File: src/rtl/dprd_pkg.sv
`timescale 1ns / 1ps

package dprd_pkg;

    localparam int SAMPLE_BITS_DEF    = 16;
    localparam int GAIN_FRAC_BITS_DEF = 24;

    localparam int CFG_INDEX_W = 3;
    localparam int CFG_DATA_W  = 32;

    localparam logic [7:0] COUNT_MAX = 8'd255;
    localparam logic [7:0] DRIVE_MIN = 8'd5;
    localparam logic [7:0] DRIVE_MAX = 8'd250;

    localparam logic [15:0]        TARGET_RST     = 16'd4000;
    localparam logic signed [31:0] GAIN_P_RST     = 32'sd167772;
    localparam logic signed [31:0] GAIN_I_RST     = 32'sd3355;
    localparam logic signed [31:0] GAIN_D_RST     = 32'sd335544;
    localparam logic [7:0]         MAX_STEP_RST   = 8'd80;
    localparam logic [15:0]        DEAD_ZONE_RST  = 16'd55;
    localparam logic [7:0]         DECIMATION_RST = 8'd4;

    typedef enum logic [CFG_INDEX_W-1:0] {
        REG_TARGET     = 3'd0,
        REG_GAIN_P     = 3'd1,
        REG_GAIN_I     = 3'd2,
        REG_GAIN_D     = 3'd3,
        REG_MAX_STEP   = 3'd4,
        REG_DEAD_ZONE  = 3'd5,
        REG_DECIMATION = 3'd6
    } reg_index_t;

    typedef struct packed {
        logic [15:0]        target;
        logic signed [31:0] gain_p;
        logic signed [31:0] gain_i;
        logic signed [31:0] gain_d;
        logic [7:0]         max_step;
        logic [15:0]        dead_zone;
        logic [7:0]         decimation;
    } cfg_t;

endpackage

File: src/rtl/dprd_front.sv
`timescale 1ns / 1ps

module dprd_front #(
    parameter int SAMPLE_BITS = dprd_pkg::SAMPLE_BITS_DEF,
    localparam int ERR_W  = ((SAMPLE_BITS > 16) ? SAMPLE_BITS : 16) + 1,
    localparam int SUM_W  = ERR_W + 2,
    localparam int DIFF_W = ERR_W + 1
) (
    input  logic                     clk,
    input  logic                     rst_n,
    input  dprd_pkg::cfg_t           cfg,
    input  logic [SAMPLE_BITS-1:0]   sample,
    input  logic                     sample_valid,
    output logic                     sample_ready,
    output logic                     err_valid,
    input  logic                     err_ready,
    output logic signed [ERR_W-1:0]  err,
    output logic signed [SUM_W-1:0]  err_sum,
    output logic signed [DIFF_W-1:0] err_diff,
    output logic                     dead
);

    logic [7:0]              count_reg;
    logic [7:0]              count_inc;
    logic                    fire;
    logic                    take;
    logic signed [ERR_W-1:0] last_error_reg;
    logic signed [ERR_W-1:0] prior_error_reg;
    logic signed [ERR_W-1:0] err_next;
    logic signed [SUM_W-1:0] sum_next;
    logic signed [DIFF_W-1:0] diff_next;
    logic [ERR_W-1:0]        mag;
    logic                    dead_next;
    logic                    valid_reg;
    logic signed [ERR_W-1:0]  err_reg;
    logic signed [SUM_W-1:0]  sum_reg;
    logic signed [DIFF_W-1:0] diff_reg;
    logic                     dead_reg;

    assign sample_ready = !valid_reg || err_ready;
    assign take         = sample_valid && sample_ready;

    // counter saturates at the top instead of wrapping
    assign count_inc = (count_reg == dprd_pkg::COUNT_MAX) ? count_reg : count_reg + 8'd1;
    assign fire      = (count_inc >= cfg.decimation);

    always_comb
    begin
        err_next = $signed({{(ERR_W-16){1'b0}}, cfg.target})
                 - $signed({{(ERR_W-SAMPLE_BITS){1'b0}}, sample});
        sum_next = {{2{prior_error_reg[ERR_W-1]}}, prior_error_reg}
                 + {{2{last_error_reg[ERR_W-1]}}, last_error_reg}
                 + {{2{err_next[ERR_W-1]}}, err_next};
        diff_next = {err_next[ERR_W-1], err_next}
                  - {last_error_reg[ERR_W-1], last_error_reg};
        mag       = err_next[ERR_W-1] ? ERR_W'(-err_next) : ERR_W'(err_next);
        dead_next = (mag < {{(ERR_W-16){1'b0}}, cfg.dead_zone});
    end

    always_ff @(posedge clk or negedge rst_n)
    begin
        if (!rst_n)
        begin
            count_reg       <= '0;
            last_error_reg  <= '0;
            prior_error_reg <= '0;
            valid_reg       <= 1'b0;
        end
        else
        begin
            if (take)
            begin
                count_reg <= fire ? 8'd0 : count_inc;
                if (fire)
                begin
                    last_error_reg  <= err_next;
                    prior_error_reg <= last_error_reg;
                end
            end
            if (take && fire)
            begin
                valid_reg <= 1'b1;
            end
            else if (err_ready)
            begin
                valid_reg <= 1'b0;
            end
        end
    end

    always_ff @(posedge clk)
    begin
        if (take && fire)
        begin
            err_reg  <= err_next;
            sum_reg  <= sum_next;
            diff_reg <= diff_next;
            dead_reg <= dead_next;
        end
    end

    assign err_valid = valid_reg;
    assign err       = err_reg;
    assign err_sum   = sum_reg;
    assign err_diff  = diff_reg;
    assign dead      = dead_reg;

    // an update beat can only follow a sample that fired
    a_fire_loads: assert property (@(posedge clk) disable iff (!rst_n)
        (valid_reg && !$past(valid_reg)) |-> $past(take && fire))
        else $error("update beat without firing sample");

    // firing clears the count, otherwise it moves by at most one
    a_count_step: assert property (@(posedge clk) disable iff (!rst_n)
        take |=> (count_reg == 8'd0) || (count_reg == $past(count_inc)))
        else $error("sample count mismatch");

    a_history_shift: assert property (@(posedge clk) disable iff (!rst_n)
        (take && fire) |=> (prior_error_reg == $past(last_error_reg)))
        else $error("error history not shifted");

endmodule

File: config.mk
export PLATFORM = sky130hd
export DESIGN_NAME = dprd_front
export DESIGN_NICKNAME = d
export VERILOG_FILES = /design/src/rtl/dprd_pkg.sv /design/src/rtl/dprd_front.sv
export SDC_FILE = /design/constraint.sdc
export NUM_CORES = 1
export LEC_CHECK = 0
export BUFFER_PORTS_ARGS = -buffer_cell sky130_fd_sc_hd__buf_2
export CORE_UTILIZATION = 35
export DETAILED_ROUTE_END_ITERATION = 12
export GPL_ROUTABILITY_DRIVEN = 0
export HOLD_SLACK_MARGIN = 0.06
export PLACE_DENSITY_LB_ADDON = 0.15
export SYNTH_ARGS = -nofsm -noshare
export SYNTH_HDL_FRONTEND = slang
export SYNTH_SLANG_ARGS = --single-unit
File: constraint.sdc
create_clock -name clk -period 6.6 [get_ports clk]
set_clock_uncertainty 0.1 [all_clocks]
set_input_delay 0 -clock clk [delete_from_list [all_inputs] [get_ports clk]]
set_output_delay 0 -clock clk [all_outputs]
set_load 0.05 [all_outputs]
### Word level (Yosys, flattened, before mapping)

Index checks and enable logic that the tools add are counted.

* bits of input ports: 164
* output and inout port bits: 57
* register bits: 98

* equality and inequality tests: 1
* order comparisons: 2
* add/sub/neg operators: 6
* reduce and logical (&&, ||, !) cells: 6
* multiplexer cells: 5

Operators with widths (count)
* $add 18x17->19: 1
* $add 17x17->18: 1
* $sub 17x17->18: 1
* $lt 17x16->1: 1
* $mux 17: 1
* $neg 17->17: 1
* $sub 16x16->17: 1
* $mux 8: 2
* $add 8x1->8 const B: 1
* $eq 8x8->1 const B: 1
* $ge 8x8->1: 1
* $logic_and 1x1->1: 2
* $mux 1: 2
* $reduce_and 2->1: 1
* $reduce_bool 2->1: 1
* $logic_not 1->1: 1
* $logic_or 1x1->1: 1

### Depth between registers and ports, before layout

* depth after elaboration: 5
* mapped depth: 21
* mapped depth without buffers: 21

### Worst setup path before layout

Ideal clock, no wire load.

* kind: register -> register
* from: register count_reg[0]
* to: register dead_reg (netlist: dead), enable pin
* arrival: 4.852 ns
* period minus slack after synthesis: 5.402 ns
* stages on the path, launching flop included: 14
* library setup time: 0.450 ns
* slack: 1.198 ns
* cell sequence: dfrtp_1 -> ha_1 -> and3_1 -> clkbuf_1 -> nand3_1 -> mux2_2 -> ha_1 -> a21o_1 -> a21o_1 -> a21o_1 -> a21o_1 -> a2111oi_4 -> nor3_1 -> clkbuf_1

* cells in the longest elaborated chain, start to end: 4
* elaborated cells between the ends (all ways): 5
* classes of those cells: add/sub: 1; order compare: 1; eq/ne: 1; mux: 1; reduce/logical: 1

Ends and longest elaborated chain
* start, declared: line dprd_front.sv:23 `logic [7:0] count_reg;`
* start signal, assigned: line dprd_front.sv:73 `count_reg <= fire ? 8'd0 : count_inc;`
* $add 8x1->8 or $eq 8x8->1 (tied branches): line dprd_front.sv:44 `assign count_inc = (count_reg == dprd_pkg::COUNT_MAX) ? count_reg : count_reg + 8'd1;`
* $mux 8 *: line dprd_front.sv:44
* $ge 8x8->1 *: line dprd_front.sv:45 `assign fire = (count_inc >= cfg.decimation);`
* $logic_and 1x1->1 *: line dprd_front.sv:93 `if (take && fire)`
* end signal, assigned: line dprd_front.sv:98 `dead_reg <= dead_next;`
* end, declared: line dprd_front.sv:38 `logic dead_reg;`

Every way passes the cells marked *; elsewhere a longest branch is shown, timed or not.
A chain may end at the register's enable or synchronous reset.

### Worst setup path in the final report

* from: register count_reg[0]
* to: register prior_error_reg[15]

* cells in the longest elaborated chain, start to end: 4
* elaborated cells between the ends (all ways): 5
* classes of those cells: add/sub: 1; order compare: 1; eq/ne: 1; mux: 1; reduce/logical: 1

Ends and longest elaborated chain
* $add 8x1->8 or $eq 8x8->1 (tied branches): line dprd_front.sv:44
* $mux 8 *: line dprd_front.sv:44
* $ge 8x8->1 *: line dprd_front.sv:45
* $reduce_and 2->1 (no source line) *
* end signal, assigned: line dprd_front.sv:77 `prior_error_reg <= last_error_reg;`
* end, declared: line dprd_front.sv:28 `logic signed [ERR_W-1:0] prior_error_reg;`

Marked as above.

==> out/metrics.csv <==
metric,value,unit
max_stage_delay,660,ps
num_vias,5255,
cts_sinks,98,
synth_fa_ha_area_share,18.6,%
synth_top_family_by_area,adder cells,
synth-main-ff-cell,edfxtp_1,
finalPower,3.77,mW
grt_pass1_vias,5052,
synth_enable_flop_cells,55,
tightest_slew,815,ps
grt_max_degree,56,
syn-cell-area,7180,µm²
fin_crit,4720,ps
drt-wirelength-per-cell,13.7,µm
antenna_found_initial,0,
clk_path_buf_depth,2,
die_w,145,µm
crit_buf_inv,2,
max_cap_viol_count,0,
crit_type,register to register,
die_h,145,µm
port_buffers,116,
finalSetupViolations,0,
ant_nets,0,
clk_latency,350,ps
synthMuxAreaShare,5.42,%
status,"complete, no violations",
worstPathCellList,"ha_1, and3_1, nand3_1, mux2_2, ha_1, a21o_1, a21o_1, a21o_1, a21o_1, a2111oi_4, nor3_2, buf_4, buf_4, mux2_2",
area_growth,18.1,%
hold_class,input pin to register,
syn_nets,959,
cp_slowest_cell,a2111oi_4,
synth_most_common_cell,inv_1,
dr.pass1.iters,4,
cts_buffers,9,
initialDrtViolationCount,159,
grt_pass1_wl,25.2,mm
r2r_cells,14,
rsz0062_at_grt,no,
fin_tns_setup,0,ps
root_buffer,clkbuf_16,
min_path_cells,3,
yosys_warnings,0,
report.final.slew_viol_count,0,
post-route-period-util,71.6,%
peakVddDrop,0.000147,V
synthDistinctLibCells,63,
drive_gt1_share,22.0,%
ys_ff_latch,98,
clk_pin_slew_worst_paths,70,ps
syn_inst,700,
syn_area_per_cell,10.3,µm²
dpl.hpwl,11.6,mm
largest_register_ffs,19,
synth_area_leaders,"edfxtp_1 (23%), dfrtp_1 (15%), ha_1 (13%), fa_1 (5.6%), inv_1 (5.3%)",
start_util,35.6,%
n_antenna_cell,0,
nets,1089,
cts_tree,yes,
yosysTopAreaCell,edfxtp_1,
die-area,21100,µm²
end_kind,register,
io_pins,221,
htreeDepth,3,
cts_resized,0,
drt_wl_total,15.1,mm
cp.depth,14,
synth-seq-area-share,38.0,%
clock.fmax,212,MHz
drc,0,
worstSetupStartpointType,register,
synth.top_cell.area_share,23.0,%
hold_viol,0,
synth_commonest_cells,"inv_1 (102), ha_1 (75), edfxtp_1 (55)",
powerDensity,444,nW/µm²
core,20200,µm²
cpMostUsedCell,a21o_1,
synthSimpleGateAreaFrac,10.8,%
vias_per_cell,4.76,
relSlewSlack,45.7,%
required,6730,ps
worst-path-max-fanout,55,
leakage,3.94,nW
groute.usage.overall,15.1,%
path_delay_family,compound AO/OA/AOI/OAI gates,
worstPathArrival,4850,ps
synth_xor_area_share,5.61,%
grt-ovfl-total,0,
row_count,52,
ys_async_sr_fraction,43.9,%
synth_compound_area_share,15.6,%
[final cells by class]
type                            count  area, µm²
Fill cell                        2003      11700
Clock inverter                      6       91.3
Sequential cell                    98       2730
Tap cell                          270        338
Timing Repair Buffer              128        676
Clock buffer                       10        229
Multi-Input combinational cell    490       4030
Inverter                          103        387
[cells in the final DEF, fill, tap and decap left out, drive strengths merged, types with 17 or more instances in the layout]
cell | netlist | routed
fa | 20 | 20
a21oi | 41 | 41
nand3 | 17 | 17
nor2 | 39 | 39
a21o | 17 | 17
o21ai | 32 | 32
dfrtp | 43 | 43
mux2 | 23 | 23
nand2 | 27 | 27
xnor2 | 35 | 35
inv | 102 | 103
buf | 1 | 126
ha | 75 | 75
edfxtp | 55 | 55
[per-stage QoR]
stage	hold WS (ps)	std cells	utilization, %	worst slack [ps]	area [µm²]
4_1_cts	82.7	1105	42.0	1790	8480
3_5_place_dp	41.8	1087	40.3	1800	8140
6_report	81.5	1105	42.0	1880	8480
5_1_grt	129	1105	42.0	1510	8480
3_3_place_gp	25.1	1087	40.3	1820	8140
2_1_floorplan	-396	700	-	1200	7180
[worst paths after layout]
path | start | to | slack [ps]
setup / recovery | count_reg[0]$_DFFE_PN0P_ | prior_error_reg[15]$_DFFE_PN0P_ | 1880
hold / removal | sample[0] | last_error_reg[0]$_DFFE_PN0P_ | 80
setup reg to reg | count_reg[0]$_DFFE_PN0P_ | prior_error_reg[15]$_DFFE_PN0P_ | 1880
hold reg to reg | count_reg[6]$_DFFE_PN0P_ | count_reg[6]$_DFFE_PN0P_ | 420
max in group asynchronous | rst_n | last_error_reg[1]$_DFFE_PN0P_ | 5810
min in group asynchronous | rst_n | count_reg[2]$_DFFE_PN0P_ | 180
[layer usage]
layer  up-vias  global-route usage [%]  wire length [µm]
li1       2735                       -                 -
met1      2419                    21.2              7790
met2        89                    23.7              6680
met3        12                    2.23               465
met4         0                    4.74               170
met5         -                       0                 0
[tightest hold or removal path, cell delays in order]
cell,delay [ps]
buf_2,80
ha_1,290
mux2i_1,130
[power breakdown]
| part | switching [mW] | total [mW] | internal (mW) |
|---|---|---|---|
| Sequential | 0.0852 | 0.997 | 0.912 |
| Combinational | 1.22 | 2.19 | 0.979 |
| Clock | 0.241 | 0.576 | 0.335 |
[cells by family (layout without fill, tap and decap cells)]
kind of cell,Yosys count,in the layout
AO/OA/AOI/OAI,161,161
AND/OR/NAND/NOR,152,152
buffers and inverters,112,247
flip-flops,98,98
adder cells (fa/ha/maj),95,95
XOR/XNOR,46,46
multiplexers,36,36
[timing repair]
action / CTS / global route
hold buffers: 2 / 0
buffers inserted: 0 / 0
hold endpoints to repair: 44 / 0
Power figures use the tool's default switching activity.
